--- src/hdl/rid_pkg.sv ---
// Shared types and constants for the reciprocal integer divider.
package rid_pkg;

    // Default operand width
    localparam int DATA_WIDTH_DEFAULT = 32;

    // Operation codes carried on the request channel
    typedef enum logic [1:0] {
        OP_UDIV = 2'd0,
        OP_UREM = 2'd1,
        OP_SDIV = 2'd2,
        OP_SREM = 2'd3
    } t_opcode;

    // Control word that travels with each request down the cell chain
    typedef struct packed {
        logic valid;     // stage holds a live request
        logic is_rem;    // deliver remainder instead of quotient
        logic neg_q;     // quotient must be negated at the end
        logic neg_r;     // remainder must be negated at the end
        logic div_zero;  // divisor was zero
    } t_ctl;

endpackage

--- src/hdl/rid_cell.sv ---
// One restoring-division cell: settles one quotient bit per request.
module rid_cell #(
    parameter int W = rid_pkg::DATA_WIDTH_DEFAULT
) (
    input  logic           i_clk,
    input  logic           i_rst_n,
    input  logic           i_en,
    input  rid_pkg::t_ctl  i_ctl,
    input  logic [W-1:0]   i_rem,
    input  logic [W-1:0]   i_nq,
    input  logic [W-1:0]   i_dm,
    output rid_pkg::t_ctl  o_ctl,
    output logic [W-1:0]   o_rem,
    output logic [W-1:0]   o_nq,
    output logic [W-1:0]   o_dm
);

    logic [W:0]    w_trial;
    logic [W:0]    w_diff;
    logic          w_ge;
    logic [W-1:0]  n_rem;
    logic [W-1:0]  n_nq;
    rid_pkg::t_ctl r_ctl;
    logic [W-1:0]  r_rem;
    logic [W-1:0]  r_nq;
    logic [W-1:0]  r_dm;

    // Shift next dividend bit into the remainder, trial subtract
    assign w_trial = {i_rem, i_nq[W-1]};
    assign w_diff  = w_trial - {1'b0, i_dm};
    assign w_ge    = (w_trial >= {1'b0, i_dm});
    assign n_rem   = w_ge ? w_diff[W-1:0] : w_trial[W-1:0];
    // Dividend bits leave at the top, quotient bits enter at the bottom
    assign n_nq    = {i_nq[W-2:0], w_ge};

    always_ff @(posedge i_clk) begin
        if (!i_rst_n) begin
            r_ctl.valid <= 1'b0;
        end else if (i_en) begin
            r_ctl <= i_ctl;
        end
    end

    always_ff @(posedge i_clk) begin
        if (i_en) begin
            r_rem <= n_rem;
            r_nq  <= n_nq;
            r_dm  <= i_dm;
        end
    end

    assign o_ctl = r_ctl;
    assign o_rem = r_rem;
    assign o_nq  = r_nq;
    assign o_dm  = r_dm;

endmodule

--- config.mk ---
export PLATFORM = sky130hd
export DESIGN_NAME = rid_cell
export DESIGN_NICKNAME = d
export VERILOG_FILES = /design/src/hdl/rid_pkg.sv /design/src/hdl/rid_cell.sv
export SDC_FILE = /design/constraint.sdc
export NUM_CORES = 1
export LEC_CHECK = 0
export ABC_AREA = 1
export ABC_CLOCK_PERIOD_IN_PS = 2300
export BUFFER_PORTS_ARGS = -buffer_cell sky130_fd_sc_hd__buf_2
export CAP_MARGIN = 20
export CORE_ASPECT_RATIO = 0.8
export CORE_MARGIN = 1
export CORE_UTILIZATION = 45
export CTS_CLUSTER_DIAMETER = 200
export DETAILED_ROUTE_END_ITERATION = 10
export PLACE_DENSITY = 0.78
export SYNTH_ARGS = -nofsm -noshare
export SYNTH_HDL_FRONTEND = slang
export SYNTH_SLANG_ARGS = --single-unit
export TNS_END_PERCENT = 5
--- constraint.sdc ---
create_clock -name i_clk -period 2.3 [get_ports i_clk]
set_clock_uncertainty 0.2 [all_clocks]
set_input_delay 0.69 -clock i_clk [delete_from_list [all_inputs] [get_ports i_clk]]
set_output_delay 0.69 -clock i_clk [all_outputs]
set_load 0.05 [all_outputs]
Word-level counts from Yosys, hierarchy flattened
Cells that the tools add are included.
{"block": "word_totals", "ff_bits": 101, "in_bits": 104, "out_inout_bits": 101, "wordCells": 12}
{"block": "classes", "addsub": 1, "order_cmp": 1, "muxes": 1, "n_reduce_logical": 1}
{"operator": "33-bit by 32-bit greater-or-equal comparator with 1-bit output", "count": 1}
{"operator": "32-bit two-way mux", "count": 1}
{"operator": "32-bit subtractor", "count": 1}
{"operator": "2-bit AND reduction", "count": 1}

Longest topological paths before layout
{"block": "logic_depth", "depth_word": 2, "mapped_depth": 17, "mapped_depth_nobuf": 15}

Least setup slack after synthesis
No wires, ideal clock.
{"block": "synth_timing", "path_kind": "input-to-reg", "startpoint": "input port i_nq[31]", "endpoint": "register r_rem[16], in the netlist o_rem[16] (data pin)", "setup_ps": 253, "arrival_ps": 2051, "required_time_ps": 1847, "slack_ps": -204, "cell_stages": 13, "n_path_buf": 0, "path_cell_list": "inv_1 > ha_1 > fa_1 > inv_1 > nand3_1 > nand3_1 > nand2_1 > nand3_1 > nand3_1 > nand2_1 > nand2_1 > nand3_1 > nand2_1"}
{"block": "synth_between", "elab_chain_cells": 2, "word_cells_on_any_way": 3, "cone_classes": "1 x add/sub; 1 x order compare; 1 x mux"}
{"element": "from (decl)", "line": "rid_cell.sv:10", "source": "input logic [W-1:0] i_nq,"}
{"element": "32-bit subtractor / 33-bit by 32-bit greater-or-equal comparator with 1-bit output (equally long branches)", "line": "rid_cell.sv:30, rid_cell.sv:31"}
{"element": "32-bit two-way mux *", "line": "rid_cell.sv:32", "source": "assign n_rem = w_ge ? w_diff[W-1:0] : w_trial[W-1:0];"}
{"element": "net n_rem[16]", "line": "rid_cell.sv:21", "source": "logic [W-1:0] n_rem;"}
{"element": "to (signal assigned)", "line": "rid_cell.sv:46", "source": "r_rem <= n_rem;"}
{"element": "to (decl)", "line": "rid_cell.sv:24", "source": "logic [W-1:0] r_rem;"}
Mark *: on every way through the listed nets, which the timed path passes. The rest lies on a longest branch.
A chain may end at the register's enable or synchronous reset.

Worst setup path in the final report
{"block": "layout_timing", "startpoint": "input port i_dm[15]", "endpoint": "register r_rem[15], in the netlist o_rem[15] (data pin)"}
{"block": "layout_between", "elab_chain_cells": 2, "word_cells_on_any_way": 3, "cone_classes": "1 x add/sub; 1 x order compare; 1 x mux"}
{"element": "from (decl)", "line": "rid_cell.sv:11", "source": "input logic [W-1:0] i_dm,"}
{"element": "32-bit subtractor / 33-bit by 32-bit greater-or-equal comparator with 1-bit output (equally long branches)", "line": "rid_cell.sv:30, rid_cell.sv:31"}
{"element": "32-bit two-way mux *", "line": "rid_cell.sv:32"}
{"element": "net n_rem[15]", "line": "rid_cell.sv:21"}
Marked as above.

==> impl_metrics.csv <==
group,metric,value,unit
yosys,synthDominantCellAreaShare,48.8,%
global_route,track_usage,25.8,%
cells_and_area,final_common_cell,"nand2_1",
yosys,synth_fp_nets,893,
floorplanning,dieHeight,107,µm
floorplanning,fp.coreArea,13100,µm²
routing,num_vias,5878,
floorplanning,placementRows,37,
cells_and_area,num_antenna_cells,0,
routing,first_iter_violations,342,
yosys,ys_ff_latch,101,
clock_tree,cts_made_buffers,9,
yosys,ys_types,28,
clock_tree,clk_pin_slew,0.07,ns
sta,worst_slew_pin_slew,0.406,ns
routing,firstDrtPassIters,5,
sta,fin_ws,-0.00289,ns
sta,finalHoldViolCount,0,
pwr,switching_share,37.7,%
setup_path,crit_arrival,2.21,ns
pwr,ir_drop,0.381,mV
sta,max_clock_freq,0.434,GHz
clock_tree,cts.sinks,101,
floorplanning,start_util,47.0,%
floorplanning,ios,205,
placement,place_area,8560,µm²
clock_tree,cts_root_buffer,"clkbuf_16",
pwr,p_int,3.76,mW
setup_path,crit_top_cell,"nand2_1",
routing,wl_per_cell,14.5,µm
yosys,synth.cell_area,6150,µm²
setup_path,crit_path_end_kind,"flop",
setup_path,cp_top_family,"simple AND/OR/NAND/NOR gates",
clock_tree,cts.path.max_buffers,2,
cells_and_area,mostFrequentLayoutCells,"266 x nand2_1, 202 x buf_2, 140 x inv_1",
yosys,syn_avg_cell_area,8.14,µm²
pwr,pwr-share-comb,36.9,%
cells_and_area,fillers,1042,
setup_path,slowest_stage,"ha_4",
job,maxCapViolCount,0,
clock_tree,cts_tree,"built",
yosys,synthCells,756,
global_route,grt_max_degree,31,
status,status,"finished with violations",
worst_hold_path,hold_class,"in -> reg",
placement,dpl.hpwl,14500,µm
routing,vias_per_cell,4.71,
cells_and_area,final-seq-area,3020,µm²
setup_path,crit_type,"in -> reg",
sta,hold_ws,0.309,ns
cells_and_area,final_layout_size_suffix_gt1_share,43.7,%
clock_tree,clk_latency,0.35,ns
routing,drc,0,
routing,finalWirelength,18200,µm
global_route,first_global_vias,5480,
cells_and_area,nNetsFinal,1206,
sta,min_period,2.30,ns
global_route,grt_pass1_wl,27800,µm
status,failed_checks,"setup timing",
sta,finalSetupViolations,1,
cells_and_area,multi_input_area,3160,µm²
cells_and_area,fin_util,69.9,%
yosys,ys_top_cells_by_area,"edfxtp_1 49%, nand2_1 18%, inv_1 9.3%",
sta,rsz0062_at_grt,"true",
global_route,antenna_found_initial,0,
yosys,seq_area_frac_synth,49.1,%
routing,antenna_left,0,
pwr,switching_power,2.28,mW
floorplanning,dieArea,14200,µm²
yosys,yosys_warnings,0,
pwr,powerDensity,659,nW/µm²
sta,max-slew-margin-rel,72.9,%
floorplanning,die-width,133,µm
pwr,power_frac_seq,38.1,%
setup_path,cp_num_buf_inv,3,
sta,fin_crit_sh,100,%
sta,slew_viol_final,0,
placement,gp_routability_congestion,0.914,
cells_and_area,layout-area-overhead-vs-synth,48.7,%
setup_path,crit_required,2.21,ns
setup_path,critPathLaunchType,"input pin",
setup_path,cpPeakStageDelay,0.30,ns
yosys,synth_area_leader_cell,"edfxtp_1",
setup_path,crit_chain,"buf_2, inv_1, ha_4, nand2_2, nor2_2, nand2_1, nor2_2, nand2_1, nand3_2, nor2_4, nand2_8, inv_12, nand2_1, nand2_1",
pwr,clkPwrFrac,25.0,%
cells_and_area,stdcell_area,9150,µm²
clock_tree,ctsHoldBuffers,0,
placement,pre_cts_ws,-0.499,ns
pwr,cellLeakagePower,4.69,nW
setup_path,worstPathMaxFanout,30,
global_route,grt-ovfl-total,0,
placement,port_buffers,204,
clock_tree,htree_num_levels,3,
[power by group through the flow]
stage	Combinational (mW)	Sequential (mW)	Clock, mW
detailed placement	2.12	2.34	0
CTS	2.16	2.30	1.52
global placement	2.10	2.34	0
global route	2.39	2.31	1.60
finish	2.23	2.30	1.51
floorplan	0.732	3.00	0
[logic make-up (layout without fill, tap and decap cells)]
| group | after synthesis | after routing | share of synthesized area [%] |
|---|---|---|---|
| DFF | 101 | 101 | 49.1 |
| adders and majority gates | 33 | 33 | 6.83 |
| AOI/OAI and AO/OA | 27 | 27 | 2.28 |
| buffers and inverters | 161 | 479 | 10.6 |
| xor gates and xnor gates | 14 | 14 | 1.99 |
| and+or+nand+nor | 420 | 420 | 29.2 |
[synth_stat cells]
| master | n |
|---|---|
| nand3_2 | 1 |
| nand2_1 | 298 |
| fa_1 | 1 |
| buf_2 | 1 |
| xnor2_1 | 1 |
| dfxtp_1 | 1 |
| nand4_1 | 2 |
| nor3_2 | 2 |
| buf_6 | 6 |
| a21oi_1 | 22 |
| nand3_1 | 37 |
| o21ai_0 | 3 |
| nand2_2 | 11 |
| inv_2 | 1 |
| nand3b_1 | 10 |
| or2_2 | 1 |
| inv_4 | 1 |
| inv_1 | 152 |
| ha_1 | 32 |
| xor2_1 | 13 |
| edfxtp_1 | 100 |
| o21bai_1 | 2 |
| nor3_1 | 6 |
| nand2_4 | 3 |
| and2_1 | 8 |
| nor2_2 | 6 |
| nor2_1 | 34 |
| nand2_8 | 1 |
[state kept, by name, indices dropped and copies added, names as in the netlist]
| name | flops |
|---|---|
| o_nq | 32 |
| o_ctl | 5 |
| o_dm | 32 |
| o_rem | 32 |
[routing by layer]
metal / track usage [%] / share of wire [%] / wire, µm
met3: 4.35 / 5.9 / 1060
met2: 45.0 / 48 / 8670
met5: 0 / 0 / 0
met1: 34.2 / 46 / 8350
met4: 4.68 / 0.47 / 86
[timing repair]
action | in CTS | in global routing
buffers inserted | 0 | 1
setup endpoints to repair | 33 | 33
pin swaps | 5 | 10
gates cloned | 0 | 0
gates resized for setup | 22 | 65
[layout make-up]
cell class | count | share of cell area [%]
clock buffer | 10 | 2.50
clock inverter | 6 | 0.602
inverter | 154 | 6.59
multi-input combinational | 494 | 34.6
sequential | 101 | 33.0
tap | 175 | 2.39
timing repair buffer | 309 | 20.3
[worst paths after layout]
| kind | startpoint | to | slack, ns | cells after the start |
|---|---|---|---|---|
| setup / recovery | i_dm[15] | o_rem[15]$_DFFE_PP_ | -0.003 | 14 |
| hold / removal | i_nq[0] | o_nq[1]$_DFFE_PP_ | 0.31 | 1 |
| setup reg to reg | o_ctl[4]$_SDFFE_PN0P_ | o_ctl[4]$_SDFFE_PN0P_ | 1.47 | 2 |
| hold reg to reg | o_ctl[4]$_SDFFE_PN0P_ | o_ctl[4]$_SDFFE_PN0P_ | 0.36 | 2 |
[through the flow]
step	setup TNS, ns	instances	power [mW]
floorplan	-3.52	756	3.73
global placement	-13.19	1232	4.43
detailed placement	-14.70	1232	4.46
CTS	-0.000186	1248	5.98
global route	-2.20	1249	6.31
finish	-0.00289	1249	6.04
Power figures use the tool's default switching activity.
