<file path="src/hdl/rid_pkg.sv">
// Shared types and constants for the reciprocal integer divider.
package rid_pkg;

    // Default operand width
    localparam int DATA_WIDTH_DEFAULT = 32;

    // Operation codes carried on the request channel
    typedef enum logic [1:0] {
        OP_UDIV = 2'd0,
        OP_UREM = 2'd1,
        OP_SDIV = 2'd2,
        OP_SREM = 2'd3
    } t_opcode;

    // Control word that travels with each request down the cell chain
    typedef struct packed {
        logic valid;     // stage holds a live request
        logic is_rem;    // deliver remainder instead of quotient
        logic neg_q;     // quotient must be negated at the end
        logic neg_r;     // remainder must be negated at the end
        logic div_zero;  // divisor was zero
    } t_ctl;

endpackage

</file>
<file path="src/hdl/rid_ifs.sv">


interface rid_rsp_if #(
    parameter int W = rid_pkg::DATA_WIDTH_DEFAULT
);
    logic         valid;
    logic         ready;
    logic [W-1:0] result_value;
    logic         divide_by_zero;

    modport source (output valid, result_value, divide_by_zero, input ready);
    modport sink   (input valid, result_value, divide_by_zero, output ready);
endinterface

</file>
<file path="src/hdl/rid_post.sv">
// Output stage: restores signs, applies the zero-divisor convention, holds the result.
module rid_post #(
    parameter int W = rid_pkg::DATA_WIDTH_DEFAULT
) (
    input  logic           i_clk,
    input  logic           i_rst_n,
    input  rid_pkg::t_ctl  i_ctl,
    input  logic [W-1:0]   i_rem,
    input  logic [W-1:0]   i_quo,
    output logic           o_en,
    rid_rsp_if.source      o_rsp
);

    logic [W-1:0] w_q;
    logic [W-1:0] w_r;
    logic [W-1:0] n_result;
    logic         r_valid;
    logic [W-1:0] r_result;
    logic         r_dz;

    // Pipeline advances whenever the output register is free or being taken
    assign o_en = !r_valid || o_rsp.ready;

    // Sign restore; a zero divisor forces an all-ones quotient
    assign w_q = i_ctl.div_zero ? '1 : (i_ctl.neg_q ? (~i_quo + W'(1)) : i_quo);
    assign w_r = i_ctl.neg_r ? (~i_rem + W'(1)) : i_rem;
    assign n_result = i_ctl.is_rem ? w_r : w_q;

    always_ff @(posedge i_clk) begin
        if (!i_rst_n) begin
            r_valid <= 1'b0;
        end else if (o_en) begin
            r_valid <= i_ctl.valid;
        end
    end

    always_ff @(posedge i_clk) begin
        if (o_en) begin
            r_result <= n_result;
            r_dz     <= i_ctl.div_zero;
        end
    end

    assign o_rsp.valid          = r_valid;
    assign o_rsp.result_value   = r_result;
    assign o_rsp.divide_by_zero = r_dz;

endmodule

</file>
<file path="src/flat_wrapper.sv">
// flat-port wrapper written by rule: the top's interface ports become plain ports
module rid_post_flat 
#(
    parameter int W = rid_pkg::DATA_WIDTH_DEFAULT
)
  (i_clk, i_rst_n, i_ctl, i_rem, i_quo, o_en, o_rsp_valid, o_rsp_result_value, o_rsp_divide_by_zero, o_rsp_ready);
  rid_rsp_if #(.W(W)) o_rsp_i ();
  input  logic i_clk;
  input  logic i_rst_n;
  input  rid_pkg::t_ctl i_ctl;
  input  logic [W-1:0] i_rem;
  input  logic [W-1:0] i_quo;
  output logic o_en;
  output wire logic [$bits(o_rsp_i.valid)-1:0] o_rsp_valid;
  output wire logic [$bits(o_rsp_i.result_value)-1:0] o_rsp_result_value;
  output wire logic [$bits(o_rsp_i.divide_by_zero)-1:0] o_rsp_divide_by_zero;
  input wire logic [$bits(o_rsp_i.ready)-1:0] o_rsp_ready;
  assign o_rsp_valid = o_rsp_i.valid;
  assign o_rsp_result_value = o_rsp_i.result_value;
  assign o_rsp_divide_by_zero = o_rsp_i.divide_by_zero;
  assign o_rsp_i.ready = o_rsp_ready;
  rid_post #(.W(W)) u_core (.i_clk(i_clk), .i_rst_n(i_rst_n), .i_ctl(i_ctl), .i_rem(i_rem), .i_quo(i_quo), .o_en(o_en), .o_rsp(o_rsp_i));
endmodule
</file>
<file path="config.mk">
export PLATFORM = sky130hd
export DESIGN_NAME = rid_post_flat
export DESIGN_NICKNAME = d
export VERILOG_FILES = /design/src/hdl/rid_pkg.sv /design/src/hdl/rid_ifs.sv /design/src/hdl/rid_post.sv /design/src/flat_wrapper.sv
export SDC_FILE = /design/constraint.sdc
export NUM_CORES = 1
export LEC_CHECK = 0
export ABC_AREA = 1
export BUFFER_PORTS_ARGS = -buffer_cell sky130_fd_sc_hd__buf_2
export CORE_ASPECT_RATIO = 1.2
export CORE_MARGIN = 4
export CORE_UTILIZATION = 40
export CTS_CLUSTER_DIAMETER = 60
export DETAILED_ROUTE_END_ITERATION = 8
export PLACE_DENSITY_LB_ADDON = 0.08
export SLEW_MARGIN = 10
export SYNTH_ARGS = -nofsm -noshare
export SYNTH_HDL_FRONTEND = slang
export SYNTH_SLANG_ARGS = --single-unit
</file>
<file path="constraint.sdc">
create_clock -name i_clk -period 2 [get_ports i_clk]
set_input_delay 0 -clock i_clk [delete_from_list [all_inputs] [get_ports i_clk]]
set_output_delay 0 -clock i_clk [all_outputs]
set_load 0.01 [all_outputs]
</file>
[Word level (Yosys, flattened, before mapping)]
Index checks and enable logic that the tools add are counted.
Word-level totals
  flip-flop bits (word level): 34
Operators by class
  $add $sub $neg: 2
  reduce and logical (&&, ||, !) cells: 2
  muxes and demuxes: 4
  bitwise operators: 2
Operators with widths (number)
  2-to-1 mux 32 bit: 4
  adder 32 x 1 -> 32 bit (second input constant): 2
  inverter 32 bit: 2
  logical NOT 1 bit: 1
  logical OR 1 bit: 1

[Depth between registers and ports, before layout]
  depth in word-level cells: 5
  depth in mapped cells: 11
  mapped depth without buffers: 11

[Worst setup path before layout]
Ideal clock, no wire load.
  path type: flip-flop to flip-flop
  start: register u_core.r_valid (netlist: u_core.o_rsp.valid)
  end: register u_core.r_dz (netlist: u_core.o_rsp.divide_by_zero) (enable)
  buffers on the path: 0
  slack: 0.480 ns
  arrival: 1.126 ns
  clock period less this slack: 1.520 ns
  stages on the path, launching flop included: 2
  cell sequence: dfxtp_1 nand2_1
Between the ends
  longest elaborated chain between the ends: 2
Ends and longest elaborated chain
  from (decl): RTL line rid_post.sv:17  | logic r_valid;
  from (signal assigned): RTL line rid_post.sv:33  | r_valid <= i_ctl.valid;
  logical NOT 1 bit: RTL line rid_post.sv:22  | assign o_en = !r_valid || o_rsp.ready;
  logical OR 1 bit: RTL line rid_post.sv:22
  via o_en: RTL line flat_wrapper.sv:13  | output logic o_en;
  to (signal assigned): RTL line rid_post.sv:40  | r_dz <= i_ctl.div_zero;
  to (decl): RTL line rid_post.sv:19  | logic r_dz;
The timed path passes the listed nets, and every way through them passes these cells.
A chain may end at the register's enable or synchronous reset.

[Final worst setup path]
  start: input i_ctl[0] (netlist name)
  end: register u_core.r_result[4] (netlist: u_core.o_rsp.result_value[4]), data pin
Between the ends
  longest elaborated chain between the ends: 2
Ends and longest elaborated chain
  from (decl): RTL line flat_wrapper.sv:10  | input rid_pkg::t_ctl i_ctl;
  2-to-1 mux 32 bit: RTL line rid_post.sv:25  | assign w_q = i_ctl.div_zero ? '1 : (i_ctl.neg_q ? (~i_quo + W'(1)) : i_quo);
  2-to-1 mux 32 bit: RTL line rid_post.sv:27  | assign n_result = i_ctl.is_rem ? w_r : w_q;
  via u_core.n_result[4]: RTL line rid_post.sv:16  | logic [W-1:0] n_result;
  to (signal assigned): RTL line rid_post.sv:39  | r_result <= n_result;
  to (decl): RTL line rid_post.sv:18  | logic [W-1:0] r_result;
The timed path passes the listed nets, and every way through them passes these cells.

==> results by group <==
Yosys
  – Synth top area cells: edfxtp_1 (28%), nand2_1 (20%), nand3_1 (9.7%), nor2_1 (8.6%), inv_1 (7.5%)
  – Synth Cell Area: 3540 um2
  – Most numerous cell in the Yosys netlist: nand2_1
  – EDFF count, synth: 33
  – Predominant post-synthesis flop cell: edfxtp_1
  – Yosys cell types: 38
  – Sequential fraction of the synthesis area: 0.285
  – Synth Area per Inst: 6.07 um2
  – Syn Nets: between 600 and 700
  – Post-synth top cells: nand2_1 (193), nor2_1 (81), inv_1 (71)
  – Area leader, netlist: edfxtp_1
  – FFs w/ async S/R, synth: 0
  – Gate Count Post-Synth: ~600
  – Area share of the largest cell type after synthesis: 0.280
  – Seq cells post-synth: 34
  – Yosys warns: 0

Worst setup path
  – Slowest Stage Delay on Critical Path: 0.54 ns
  – CP startpoint kind: input pin
  – CP Depth: 6
  – CP most frequent cell: o21ai_0
  – Worst r2r src: u_core.o_rsp.valid
  – Top Family by Delay on Critical Path: buffers and inverters
  – R2r worst-path depth: 4
  – Maximum fanout along the worst path: 13
  – CP bufs+invs: 3
  – Path type of the worst setup path: input pin to flip-flop
  – R2r setup slk: 0.41 ns
  – Worst path slowest cell: dlygate4sd3_1
  – Crit-path cells: dlygate4sd3_1 > buf_2 > inv_1 > o21ai_0 > o21ai_0 > nand2_1
  – Required time worst endpoint: ~2.0 ns
  – Type of destination of the critical path: flip-flop
  – CP arrival: 1.63 ns
  – Reg2reg end: u_core.o_rsp.valid

Route
  – Avg Vias per Cell: 4.91
  – Routed WL: ~11000 um
  – Number of remaining DRC errors: 0
  – Via Count: 3978
  – Detailed Route Iter0 Violations: 265
  – Wire per inst: 13.4 um
  – Antenna-violating nets left: 0
  – DR pass1 iterations: 5

Clocking
  – Sink Count: 34
  – CTS buffer count: 5
  – Post-CTS setup repair buffer count: 0
  – CTS max path bufs: 2
  – Hold_buf cts: 3
  – Root Buffer: clkbuf_8
  – Max H-tree Level: 2
  – Post-CTS Resized: 0
  – TritonCTS clock tree: built
  – CTS clock-pin slew for the worst setup and hold paths: 0.07 ns
  – Clock Latency Late Sink: between 0.2 and 0.3 ns

STA
  – Clock Skew: 0.00720 ns
  – Slew @ Worst Pin: 0.460 ns
  – Final setup TNS: 0 ns
  – RSZ-0062 raised after global routing: no
  – Fmax achieved: 622 MHz
  – Worst slew margin: 0.693
  – Tmin final: 1.61 ns
  – WHS: 0.0803 ns
  – Tcrit/Tclk final: 0.804
  – Final hold vios: 0
  – Slew Limit Fails: 0
  – Final setup viols: 0

Cells and area
  – Layout area overhead: 21.7%
  – Final net count: 767
  – Design Area, Final: 4310 um2
  – Ant. Diodes: 0
  – Share of cells above drive strength 1: 0.220
  – FF+latch area: 1010 um2
  – Multi-input gate area: 2170 um2
  – Fin cells: 811
  – FILL cells: 985

Min path
  – Worst Hold End: u_core.o_rsp.result_value[29]
  – WHS Path Cells: 4
  – Hold Crit Class: input pin to flip-flop
  – Hold path start: i_rem[29]

Flow run
  – MaxCap Viol Count: 0

Place
  – RePlAce Congestion: ~0.89
  – Placed cell area: 4190 um2
  – Port Buf Inserts: approximately 110
  – Placed Instances: 800
  – DP HPWL: around 9000 um

Die
  – Starting density of the core: 0.411
  – DIE WIDTH: 93.9 um
  – Top-level I/O count: 107
  – Core area: 8610 um2
  – Die Y: 111 um
  – Row cnt: 37
  – Die ar.: 10400 um2

Power
  – Sw Pwr: 0.695 mW
  – Reg power frac: 0.423
  – Internal Power: 1.39 mW
  – Sw frac: 0.334
  – Clock power frac: 0.254
  – Power per cell area: slightly below 500 nW/um2
  – Leak Pwr: ~2.1 nW
  – Gate power share: 0.323
  – Power consumption: 2.08 mW
  – Worst vdd ir: 226 uV

GRT
  – Number of global-route vias before repair: approximately 3800
  – Gr ovfl total: 0
  – Gr usage total: 0.217
  – First-pass GRT wire length: ~18000 um
  – Initial antenna violation count: 0
  – Largest net degree at the start of global routing: 36

Status
  – Status: completed
==> cell families (layout without fill, tap and decap cells) <==
family,Yosys count,count (layout),synth area share
simple gates,395,395,0.496
buf+inv,88,198,0.102
compound gates,57,57,0.0904
flops,34,34,0.285
xor+xnor,8,8,0.0198
fa+ha+maj,2,2,0.00706
==> per-layer routing <==
metal  part of all wire  GRT usage  wire length [um]  up-vias
met5                  0          0                 0        -
met4              0.014     0.0511               152        0
met3              0.051     0.0278               555        8
met2               0.47      0.352              5170      101
met1               0.46      0.304              5010     1777
li1                   -          -                 -     2092
==> power groups by stage <==
| stage | registers, mW | logic, mW | clock network [mW] |
|---|---|---|---|
| floorplan | 0.942 | 0.352 | 0 |
| CTS | 0.883 | 0.674 | 0.541 |
| global route | 0.888 | 0.760 | 0.580 |
| finish | 0.882 | 0.673 | 0.528 |
| detailed placement | 0.898 | 0.667 | 0 |
| global placement | 0.898 | 0.664 | 0 |
==> worst max path at each step <==
stage	startpoint	slack [ns]	to
after CTS	u_core.o_rsp.valid	0.40	u_core.o_rsp.valid
after floorplan	u_core.o_rsp.valid	0.48	u_core.o_rsp.divide_by_zero
after global routing	u_core.o_rsp.valid	0.28	u_core.o_rsp.valid
after global placement	i_quo[0]	0.50	u_core.o_rsp.result_value[14]
after detailed placement	i_quo[0]	0.48	u_core.o_rsp.result_value[26]
final	i_ctl[0]	0.39	u_core.o_rsp.result_value[4]
==> sequential cells by signal, indices dropped and copies added (netlist names) <==
name,flops
u_core.o_rsp.result_value,32
u_core.o_rsp.valid,1
u_core.o_rsp.divide_by_zero,1
==> worst min-delay path, stage by stage <==
cell	delay, ns
buf_2	0.11
nand2_1	0.05
nand3_1	0.06
nand2_1	0.06
==> per-stage QoR <==
stage	util	worst slack, ns
final	0.501	0.393
after global routing	0.501	0.281
after CTS	0.501	0.404
after detailed placement	0.486	0.479
after global placement	0.486	0.498
after floorplan	-	0.480
==> final cells by class <==
type                            instances  share of cell area
Clock inverter                          1             0.00116
Multi-Input combinational cell        462               0.504
Timing Repair Buffer                  116               0.142
Sequential cell                        34               0.235
Tap cell                              117              0.0340
Inverter                               74              0.0644
Clock buffer                            7              0.0200
==> placed cells by master, fill, tap and decap left out, drive strengths merged, types with 2 or more instances in the layout <==
cell         netlist  routed
nand3b             6       6
o211ai             2       2
nand3             72      72
edfxtp            33      33
or2                3       3
buf               12     113
clkbuf             2       7
inv               73      73
nand2            202     202
clkinv             1       2
a21boi             4       4
xor2               7       7
dlygate4sd3        0       3
a21oi             11      11
o21ai             37      37
ha                 2       2
nand4             12      12
nor2              97      97
Note: power is estimated with default switching activity, not from simulation.
